$ cat src/rtl/bcdt_pkg.sv
// Shared constants, types and word layouts of the BCD countdown and tracking timer.
package bcdt_pkg;

	localparam int TICKS_PER_STEP  = 10;
	localparam int STEPS_PER_COUNT = 10;
	localparam int BLINK_END       = 50;
	localparam int TRACK_DIGITS    = 5;
	localparam int CD_DIGITS       = 6;
	localparam int PACK_W          = 32;

	localparam int TICK_W  = $clog2(TICKS_PER_STEP + 1);
	localparam int STEP_W  = $clog2(STEPS_PER_COUNT + 1);
	localparam int BLINK_W = $clog2(BLINK_END + 1);

	typedef logic [TICK_W-1:0]  tick_t;
	typedef logic [STEP_W-1:0]  step_t;
	typedef logic [BLINK_W-1:0] blink_t;
	typedef logic [3:0]         digit_t;
	typedef logic [1:0]         func_t;

	localparam func_t FUNC_TICK  = 2'd0;
	localparam func_t FUNC_LOAD  = 2'd1;
	localparam func_t FUNC_BLINK = 2'd2;
	localparam func_t FUNC_CLEAR = 2'd3;

	localparam digit_t BLANK_CODE  = 4'd15;
	localparam digit_t PHASE_LAST  = 4'd9;
	localparam digit_t PHASE_BLANK = 4'd5;
	localparam digit_t PHASE_SHOW  = 4'd0;
	localparam digit_t TRACK_MAX   = 4'd9;

	localparam digit_t WRAP_VALUE [CD_DIGITS] = '{4'd0, 4'd9, 4'd5, 4'd9, 4'd5, 4'd9};

	typedef struct packed {
		func_t       func;
		logic        mode;
		logic        running;
		logic [2:0]  edit_digit;
		logic [3:0]  edit_value;
		logic [15:0] power_sample;
		logic [23:0] load_time;
	} in_word_t;

	typedef struct packed {
		logic [3:0]  hours_tens;
		logic [3:0]  hours_ones;
		logic [3:0]  minutes_tens;
		logic [3:0]  minutes_ones;
		logic [2:0]  seconds_tens;
		logic [3:0]  seconds_ones;
		logic [19:0] tracking_time;
		logic [15:0] shown_power;
		logic [31:0] energy_total;
	} out_word_t;

endpackage

$ cat src/rtl/bcdt_if.sv
// Valid/ready channel interfaces for the input and result words.
interface bcdt_in_if;
	logic               valid;
	logic               ready;
	bcdt_pkg::in_word_t data;

	modport source (output valid, output data, input ready);
	modport sink (input valid, input data, output ready);
endinterface

interface bcdt_out_if;
	logic                valid;
	logic                ready;
	bcdt_pkg::out_word_t data;

	modport source (output valid, output data, input ready);
	modport sink (input valid, input data, output ready);
endinterface

$ cat src/rtl/bcd_countdown_and_tracking_timer_top.sv
// Top level of the BCD countdown and tracking timer: input register, core and result register.
//
// Channel  Direction  Word        Fields
// item     in         in_word_t   func, mode, running, edit_digit, edit_value, power_sample,
//                                 load_time
// result   out        out_word_t  six countdown digits, tracking_time, shown_power,
//                                 energy_total
//
// Each word passes from acceptance through the input register, then through the core update
// into the result register. A new word is accepted every cycle unless both registers are full
// and the result is stalled. The core state advances once per word, so throughput is set by
// the result register alone. Reset clears the timer state at once; there is no clearing pass.
// A stalled result holds both registers; item.ready drops only when both are full.
module bcd_countdown_and_tracking_timer_top (
	input  logic              clk,
	input  logic              arst_n,
	bcdt_in_if.sink           item,
	bcdt_out_if.source        result
);

	logic                valid_s1;
	bcdt_pkg::in_word_t  data_s1;
	logic                valid_s2;
	bcdt_pkg::out_word_t data_s2;
	bcdt_pkg::out_word_t view;
	logic                adv;

	assign adv        = valid_s1 && (!valid_s2 || result.ready);
	assign item.ready = !valid_s1 || adv;

	always_ff @(posedge clk or negedge arst_n) begin
		if (!arst_n) begin
			valid_s1 <= 1'b0;
		end else if (item.ready) begin
			valid_s1 <= item.valid;
		end
	end

	always_ff @(posedge clk) begin
		if (item.ready && item.valid) begin
			data_s1 <= item.data;
		end
	end

	bcdt_core u_core (
		.clk    (clk),
		.arst_n (arst_n),
		.en     (adv),
		.word   (data_s1),
		.view   (view)
	);

	always_ff @(posedge clk or negedge arst_n) begin
		if (!arst_n) begin
			valid_s2 <= 1'b0;
		end else if (adv) begin
			valid_s2 <= 1'b1;
		end else if (result.ready) begin
			valid_s2 <= 1'b0;
		end
	end

	always_ff @(posedge clk) begin
		if (adv) begin
			data_s2 <= view;
		end
	end

	assign result.valid = valid_s2;
	assign result.data  = data_s2;

	a_adv_gives_result: assert property (@(posedge clk) disable iff (!arst_n)
		adv |=> result.valid)
		else $error("A processed word did not reach the result register.");

	a_ready_low_only_full: assert property (@(posedge clk) disable iff (!arst_n)
		!item.ready |-> (valid_s1 && result.valid && !result.ready))
		else $error("Input stalled while a register was free.");

	a_no_lost_result: assert property (@(posedge clk) disable iff (!arst_n)
		(result.valid && !result.ready) |=> result.valid)
		else $error("A pending result was dropped.");

endmodule

$ cat src/rtl/bcdt_core.sv
// Timer state registers and the single-pass update for one input word.
module bcdt_core (
	input  logic                clk,
	input  logic                arst_n,
	input  logic                en,
	input  bcdt_pkg::in_word_t  word,
	output bcdt_pkg::out_word_t view
);

	bcdt_pkg::tick_t  tick_q, tick_n;
	bcdt_pkg::step_t  step_q, step_n;
	bcdt_pkg::blink_t blink_q, blink_n;
	bcdt_pkg::digit_t phase_q, phase_n;
	bcdt_pkg::digit_t cd_q [bcdt_pkg::CD_DIGITS];
	bcdt_pkg::digit_t cd_n [bcdt_pkg::CD_DIGITS];
	bcdt_pkg::digit_t cd_b [bcdt_pkg::CD_DIGITS];
	bcdt_pkg::digit_t tr_q [bcdt_pkg::TRACK_DIGITS];
	bcdt_pkg::digit_t tr_n [bcdt_pkg::TRACK_DIGITS];
	logic [31:0] energy_q, energy_n;
	logic [15:0] power_q, power_n;
	logic [bcdt_pkg::PACK_W-1:0] packed_tr;

	always_comb begin
		logic       fire;
		logic       nz_hi;
		logic       nz_lo;
		logic       nz_all;
		logic       carry;
		logic [2:0] idx;

		tick_n   = tick_q;
		step_n   = step_q;
		blink_n  = blink_q;
		phase_n  = phase_q;
		cd_n     = cd_q;
		cd_b     = cd_q;
		tr_n     = tr_q;
		energy_n = energy_q;
		power_n  = power_q;
		fire     = 1'b0;
		nz_hi    = 1'b0;
		nz_lo    = 1'b0;
		nz_all   = 1'b0;
		carry    = 1'b1;
		idx      = 3'd0;

		case (word.func)
			bcdt_pkg::FUNC_LOAD: begin
				for (int i = 0; i < bcdt_pkg::CD_DIGITS; i++) begin
					cd_n[i] = word.load_time[(bcdt_pkg::CD_DIGITS - 1 - i) * 4 +: 4];
				end
			end
			bcdt_pkg::FUNC_BLINK: begin
				blink_n = '0;
				phase_n = '0;
			end
			bcdt_pkg::FUNC_CLEAR: begin
				for (int i = 0; i < bcdt_pkg::TRACK_DIGITS; i++) begin
					tr_n[i] = '0;
				end
				energy_n = '0;
			end
			default: begin
				fire = (tick_q == bcdt_pkg::tick_t'(bcdt_pkg::TICKS_PER_STEP - 1));
				tick_n = fire ? '0 : bcdt_pkg::tick_t'(tick_q + 1'b1);
				if (fire) begin
					if (blink_q != bcdt_pkg::blink_t'(bcdt_pkg::BLINK_END)) begin
						blink_n = bcdt_pkg::blink_t'(blink_q + 1'b1);
						phase_n = (phase_q == bcdt_pkg::PHASE_LAST) ? '0 : phase_q + 4'd1;
						if (word.edit_digit inside {[3'd1:3'd4]}) begin
							idx = word.edit_digit - 3'd1;
							if (phase_n == bcdt_pkg::PHASE_BLANK) begin
								cd_n[idx] = bcdt_pkg::BLANK_CODE;
							end else if (phase_n == bcdt_pkg::PHASE_SHOW) begin
								cd_n[idx] = word.edit_value;
							end
						end
					end
					if (!word.mode && word.running) begin
						if (step_q == bcdt_pkg::step_t'(bcdt_pkg::STEPS_PER_COUNT - 1)) begin
							step_n = '0;
							cd_b = cd_n;
							for (int i = 0; i < bcdt_pkg::CD_DIGITS; i++) begin
								nz_hi = 1'b0;
								nz_lo = 1'b0;
								for (int j = 0; j < bcdt_pkg::CD_DIGITS; j++) begin
									if (j > i && cd_b[j] != '0) nz_hi = 1'b1;
									if (j < i && cd_b[j] != '0) nz_lo = 1'b1;
								end
								if (cd_b[i] != bcdt_pkg::BLANK_CODE && !nz_hi) begin
									if (cd_b[i] != '0) begin
										cd_n[i] = cd_b[i] - 4'd1;
									end else if (nz_lo) begin
										cd_n[i] = bcdt_pkg::WRAP_VALUE[i];
									end
								end
							end
							for (int i = 0; i < bcdt_pkg::CD_DIGITS; i++) begin
								if (cd_n[i] != '0) nz_all = 1'b1;
							end
							if (nz_all) begin
								power_n  = word.power_sample;
								energy_n = energy_q + 32'(word.power_sample);
							end
						end else begin
							step_n = bcdt_pkg::step_t'(step_q + 1'b1);
						end
					end else if (word.mode) begin
						for (int i = 0; i < bcdt_pkg::TRACK_DIGITS; i++) begin
							if (carry) begin
								if (tr_q[i] >= bcdt_pkg::TRACK_MAX) begin
									tr_n[i] = '0;
								end else begin
									tr_n[i] = tr_q[i] + 4'd1;
									carry = 1'b0;
								end
							end
						end
					end
				end
			end
		endcase
	end

	always_comb begin
		packed_tr = '0;
		for (int i = 0; i < bcdt_pkg::TRACK_DIGITS; i++) begin
			packed_tr[4 * i +: 4] = tr_n[i];
		end
		view.hours_tens    = cd_n[0];
		view.hours_ones    = cd_n[1];
		view.minutes_tens  = cd_n[2];
		view.minutes_ones  = cd_n[3];
		view.seconds_tens  = cd_n[4][2:0];
		view.seconds_ones  = cd_n[5];
		view.tracking_time = packed_tr[19:0];
		view.shown_power   = power_n;
		view.energy_total  = energy_n;
	end

	always_ff @(posedge clk or negedge arst_n) begin
		if (!arst_n) begin
			tick_q   <= '0;
			step_q   <= '0;
			blink_q  <= bcdt_pkg::blink_t'(bcdt_pkg::BLINK_END);
			phase_q  <= '0;
			energy_q <= '0;
			power_q  <= '0;
			for (int i = 0; i < bcdt_pkg::CD_DIGITS; i++) cd_q[i] <= '0;
			for (int i = 0; i < bcdt_pkg::TRACK_DIGITS; i++) tr_q[i] <= '0;
		end else if (en) begin
			tick_q   <= tick_n;
			step_q   <= step_n;
			blink_q  <= blink_n;
			phase_q  <= phase_n;
			energy_q <= energy_n;
			power_q  <= power_n;
			cd_q     <= cd_n;
			tr_q     <= tr_n;
		end
	end

endmodule
$ cat src/flat_wrapper.sv
// flat-port wrapper written by rule: the top's interface ports become plain ports
module bcd_countdown_and_tracking_timer_top_flat 
  (clk, arst_n, item_valid, item_data, item_ready, result_valid, result_data, result_ready);
  bcdt_in_if item_i ();
  bcdt_out_if result_i ();
  input  logic clk;
  input  logic arst_n;
  input wire logic [$bits(item_i.valid)-1:0] item_valid;
  input wire logic [$bits(item_i.data)-1:0] item_data;
  output wire logic [$bits(item_i.ready)-1:0] item_ready;
  output wire logic [$bits(result_i.valid)-1:0] result_valid;
  output wire logic [$bits(result_i.data)-1:0] result_data;
  input wire logic [$bits(result_i.ready)-1:0] result_ready;
  assign item_i.valid = item_valid;
  assign item_i.data = item_data;
  assign item_ready = item_i.ready;
  assign result_valid = result_i.valid;
  assign result_data = result_i.data;
  assign result_i.ready = result_ready;
  bcd_countdown_and_tracking_timer_top u_core (.clk(clk), .arst_n(arst_n), .item(item_i), .result(result_i));
endmodule
$ cat config.mk
export PLATFORM = sky130hd
export DESIGN_NAME = bcd_countdown_and_tracking_timer_top_flat
export DESIGN_NICKNAME = d
export VERILOG_FILES = /design/src/rtl/bcdt_pkg.sv /design/src/rtl/bcdt_if.sv /design/src/rtl/bcd_countdown_and_tracking_timer_top.sv /design/src/rtl/bcdt_core.sv /design/src/flat_wrapper.sv
export SDC_FILE = /design/constraint.sdc
export NUM_CORES = 1
export LEC_CHECK = 0
export BUFFER_PORTS_ARGS = -buffer_cell sky130_fd_sc_hd__buf_4
export CORE_ASPECT_RATIO = 1.75
export CORE_MARGIN = 2
export CORE_UTILIZATION = 50
export CTS_CLUSTER_SIZE = 14
export DETAILED_ROUTE_END_ITERATION = 10
export GPL_TIMING_DRIVEN = 0
export PLACE_DENSITY = 0.72
export SYNTH_ARGS = -nofsm -noshare
export SYNTH_HDL_FRONTEND = slang
export SYNTH_HIERARCHICAL = 1
export SYNTH_SLANG_ARGS = --single-unit
$ cat constraint.sdc
create_clock -name clk -period 4.7 [get_ports clk]
set_input_delay 0.705 -clock clk [delete_from_list [all_inputs] [get_ports clk]]
set_output_delay 0.705 -clock clk [all_outputs]
set_load 0.01 [all_outputs]
==> run metrics <==
Post-synth top cells edfxtp_1 (142), nand2_1 (138), dfrtp_1 (109), o21ai_0 (90), nor2_1 (88); max_slew headroom 8.593%; root buf cell clkbuf_16; non-filler instance count after layout between 1,500 and 2,000; prevailing post-synth register cell edfxtp_1; vias in the first global route 11,510; total gr overflow 0; Clock power frac 27.3%; Final TNS setup 0 ns; CP endpoint kind flip-flop; number of synthesis warnings 6; most common cell in the netlist edfxtp_1; cells after synthesis 1,341; Register Area 7072 µm²; Wirelength per Cell slightly above 20 µm; CTS tree done; Mapped Nets 1,453; combinational power share 31.3%; synthesized-area fraction occupied by and/or/nand/nor cells between 10% and 20%; global-route wire length before repair about 60,000 µm; Clock transition at path regs 0.07 ns; initial core utilization about half; critical path launch point u_core/u_core/phase_q[2]$_DFFE_PN0P_; ranking of synthesized cells by area edfxtp_1 (30%), dfrtp_1 (19%), ha_1 (4.9%); largest family of logic cells by synthesized area compound AO/OA/AOI/OAI gates; maxcap violations 0; placed cell area approximately 16,000 µm²; clock latency on the worst-skew pair 0.55 ns; share of the synthesized area in the top cell type 29.95%; crit start category flip-flop; Fill cells 2,373; synthesized-area fraction occupied by adder cells 5.062%; mux cell area share after synthesis 7.118%; NetSw 2314 µW; largest net degree at the start of global routing 58; Pre-antenna DRT Iters 5; routed vias/inst approximately 6; Slowest Stage Delay on Critical Path 0.54 ns; Max Transition Viols Final 0; Core Region roughly 28,000 µm²; status completed; CTS Hold Buffers Added 0; Post-route DRC 0; CP max stage cell a21oi_2; Final Net Count 1,669; worst reg2reg path startpoint u_core/u_core/phase_q[2]$_DFFE_PN0P_; Reg2Reg Depth 18; ANT cells 0; post-synthesis sequential area ratio between 40% and 50%; Worst R2R End u_core/result.data[36]$_DFFE_PP_; endpoints failing setup 0; Synth Area in Compound Gates 16.50%; Max Fclk 0.2151 GHz; Mapped Avg Cell Area approximately 11 µm²; maximum VDD drop 278.4 µV; area of the die 29,890 µm²; final instance area 17,550 µm²; slew at the pin with the worst max-slew slack 1.361 ns; dominant cell type by area after synthesis edfxtp_1; final WL roughly 40,000 µm; 1st-iter DRT viols 986; area delta synth->final 23.24%; Critical Path RT 5.00 ns; switching share of power 33.63%; Via Count about 12,000; Die W 131.6 µm; cell leakage power 0.007373 µW; Synth cell types 96; Worst Path Arrival 4.94 ns; worst-path cell chain xnor2_4, buf_4, a21oi_2, nor2_1, o22a_1, inv_1, ha_2, o21ai_2, nor2_2, and3_4, o2111ai_2, mux2_4, nor4_4, nand4_2, and3_4, buf_12, clkbuf_16, mux2_4; crit path max fanout 8; Detailed Place HPWL 28,600 µm; GP Congestion 0.9397; share of cells above drive strength 1 between 20% and 30%; CTS Buf Count 24; Die H 227.2 µm; min Tclk post-route 4.649 ns; power per cell area 392.3 nW/µm²; Int Pwr 4568 µW; port bufs 147; H-tree Lvls 1; Mapped Area ~14,000 µm²; Min-Delay Path Class in -> async; ANT nets after route 0; post-synthesis xor/xnor area fraction 1.608%; RSZ-0062 raised after global routing yes; Rows 81; Crit Path Category reg -> reg; final worst path period share 98.92%; gr usage total 26.05%; Flop pwr share 41.4%; asr flop ratio synth approximately 44%; multi-input combinational cell area 7068 µm²; placed cells roughly 1,900; Setup Skew 0.03216 ns; Worst R2R Setup Slack a little over 0.05 ns; clock tree buffer depth 3; clock sinks between 200 and 300; number of synthesized flops with an enable pin around 140; initial antenna violation count 0; # IOs 148; Synth Register Bits 254; final hold viol count 0
stage by stage:
| step | power (µW) | setup slack [ns] | hold WS, ns | util, % |
|---|---|---|---|---|
| after floorplan | 4075 | 0.01992 | 0.4094 | - |
| after global placement | 4678 | -1.532 | 0.4597 | 56.56 |
| after detailed placement | 4719 | -1.112 | 0.4629 | 56.78 |
| after CTS | 6782 | 0.001253 | 0.1533 | 61.04 |
| after global routing | 7195 | -0.06386 | 0.1690 | 62.73 |
| final | 6883 | 0.05084 | 0.1443 | 62.73 |
timing repair:
action                                  CTS  global route
pin swaps                                16            29
endpoints found under the setup margin  107            93
hold endpoints to repair                  0             0
gates cloned                              0             1
setup buffers                            24            22
resized for setup                        56            71
flip-flops by register name, summed over array words and instances, names as in the netlist:
signal and count:
u_core/valid_s1 1, u_core/data_s1 51, u_core/u_core/energy_q 32, u_core/u_core/power_q 16, u_core/u_core/tick_q 4, u_core/u_core/cd_q 24, u_core/result.data 91, u_core/u_core/tr_q 20
u_core/result.valid 1, u_core/u_core/blink_q 6, u_core/u_core/phase_q 4, u_core/u_core/step_q 4
worst max-delay path by stage:
| stage | slack [ns] | to |
|---|---|---|
| CTS | 0.001 | u_core/result.data[34]$_DFFE_PP_ |
| global placement | -1.53 | u_core/u_core/tick_q[2]$_DFFE_PN0P_ |
| finish | 0.05 | u_core/result.data[36]$_DFFE_PP_ |
| global route | -0.06 | u_core/result.data[38]$_DFFE_PP_ |
| detailed placement | -1.11 | u_core/result.data[12]$_DFFE_PP_ |
| floorplan | 0.02 | u_core/result.data[33]$_DFFE_PP_ |
layer usage:
layer	global-route usage (%)	vias up	share of wire [%]
li1	-	5416	-
met1	30.14	5753	39
met2	48.12	464	52
met3	3.073	111	5.1
met4	12.17	0	4.2
met5	0	-	0
logic make-up after synthesis:
group           Yosys count
mux                      93
flops                   254
fa+ha+maj                57
simple gates            440
buf+inv                 131
compound gates          342
xor+xnor                 24
cells in the final DEF, fill, tap and decap left out, types with 25 or more instances in the layout:
cell type,instances
a21oi_1,49
buf_4,217
clkbuf_1,47
clkbuf_16,25
dfrtp_1,108
edfxtp_1,142
ha_1,47
inv_1,44
mux2_2,48
mux2i_1,30
nand2_1,138
nand3_1,44
nor2_1,84
nor3_1,26
o21ai_0,89
worst max-delay path: cells and delay by family, from the launching register on:
| kind | cells | cell delay [ns] |
|---|---|---|
| buf+inv | 4 | 0.58 |
| mux | 2 | 0.65 |
| flops | 1 | 0.50 |
| xor+xnor | 1 | 0.21 |
| compound gates | 4 | 0.98 |
| fa+ha+maj | 1 | 0.19 |
| simple gates | 6 | 1.29 |
power groups by stage:
| stage | sequential (µW) | clock, µW | combinational (µW) |
|---|---|---|---|
| 6_report | 2850 | 1880 | 2150 |
| 5_1_grt | 2880 | 2000 | 2310 |
| 4_1_cts | 2840 | 1930 | 2010 |
| 3_5_place_dp | 2880 | 0 | 1840 |
| 3_3_place_gp | 2880 | 0 | 1800 |
| 2_1_floorplan | 2870 | 0 | 1210 |
layout make-up:
type                            count  area share, %
Sequential cell                   254          40.31
Multi-Input combinational cell    956          40.28
Timing Repair Buffer              196          8.757
Clock buffer                       37          3.815
Buffer                             76          2.703
Tap cell                          373          2.660
Inverter                           49          1.048
Clock inverter                      7         0.4279
Note: power is estimated with default switching activity, not from simulation.
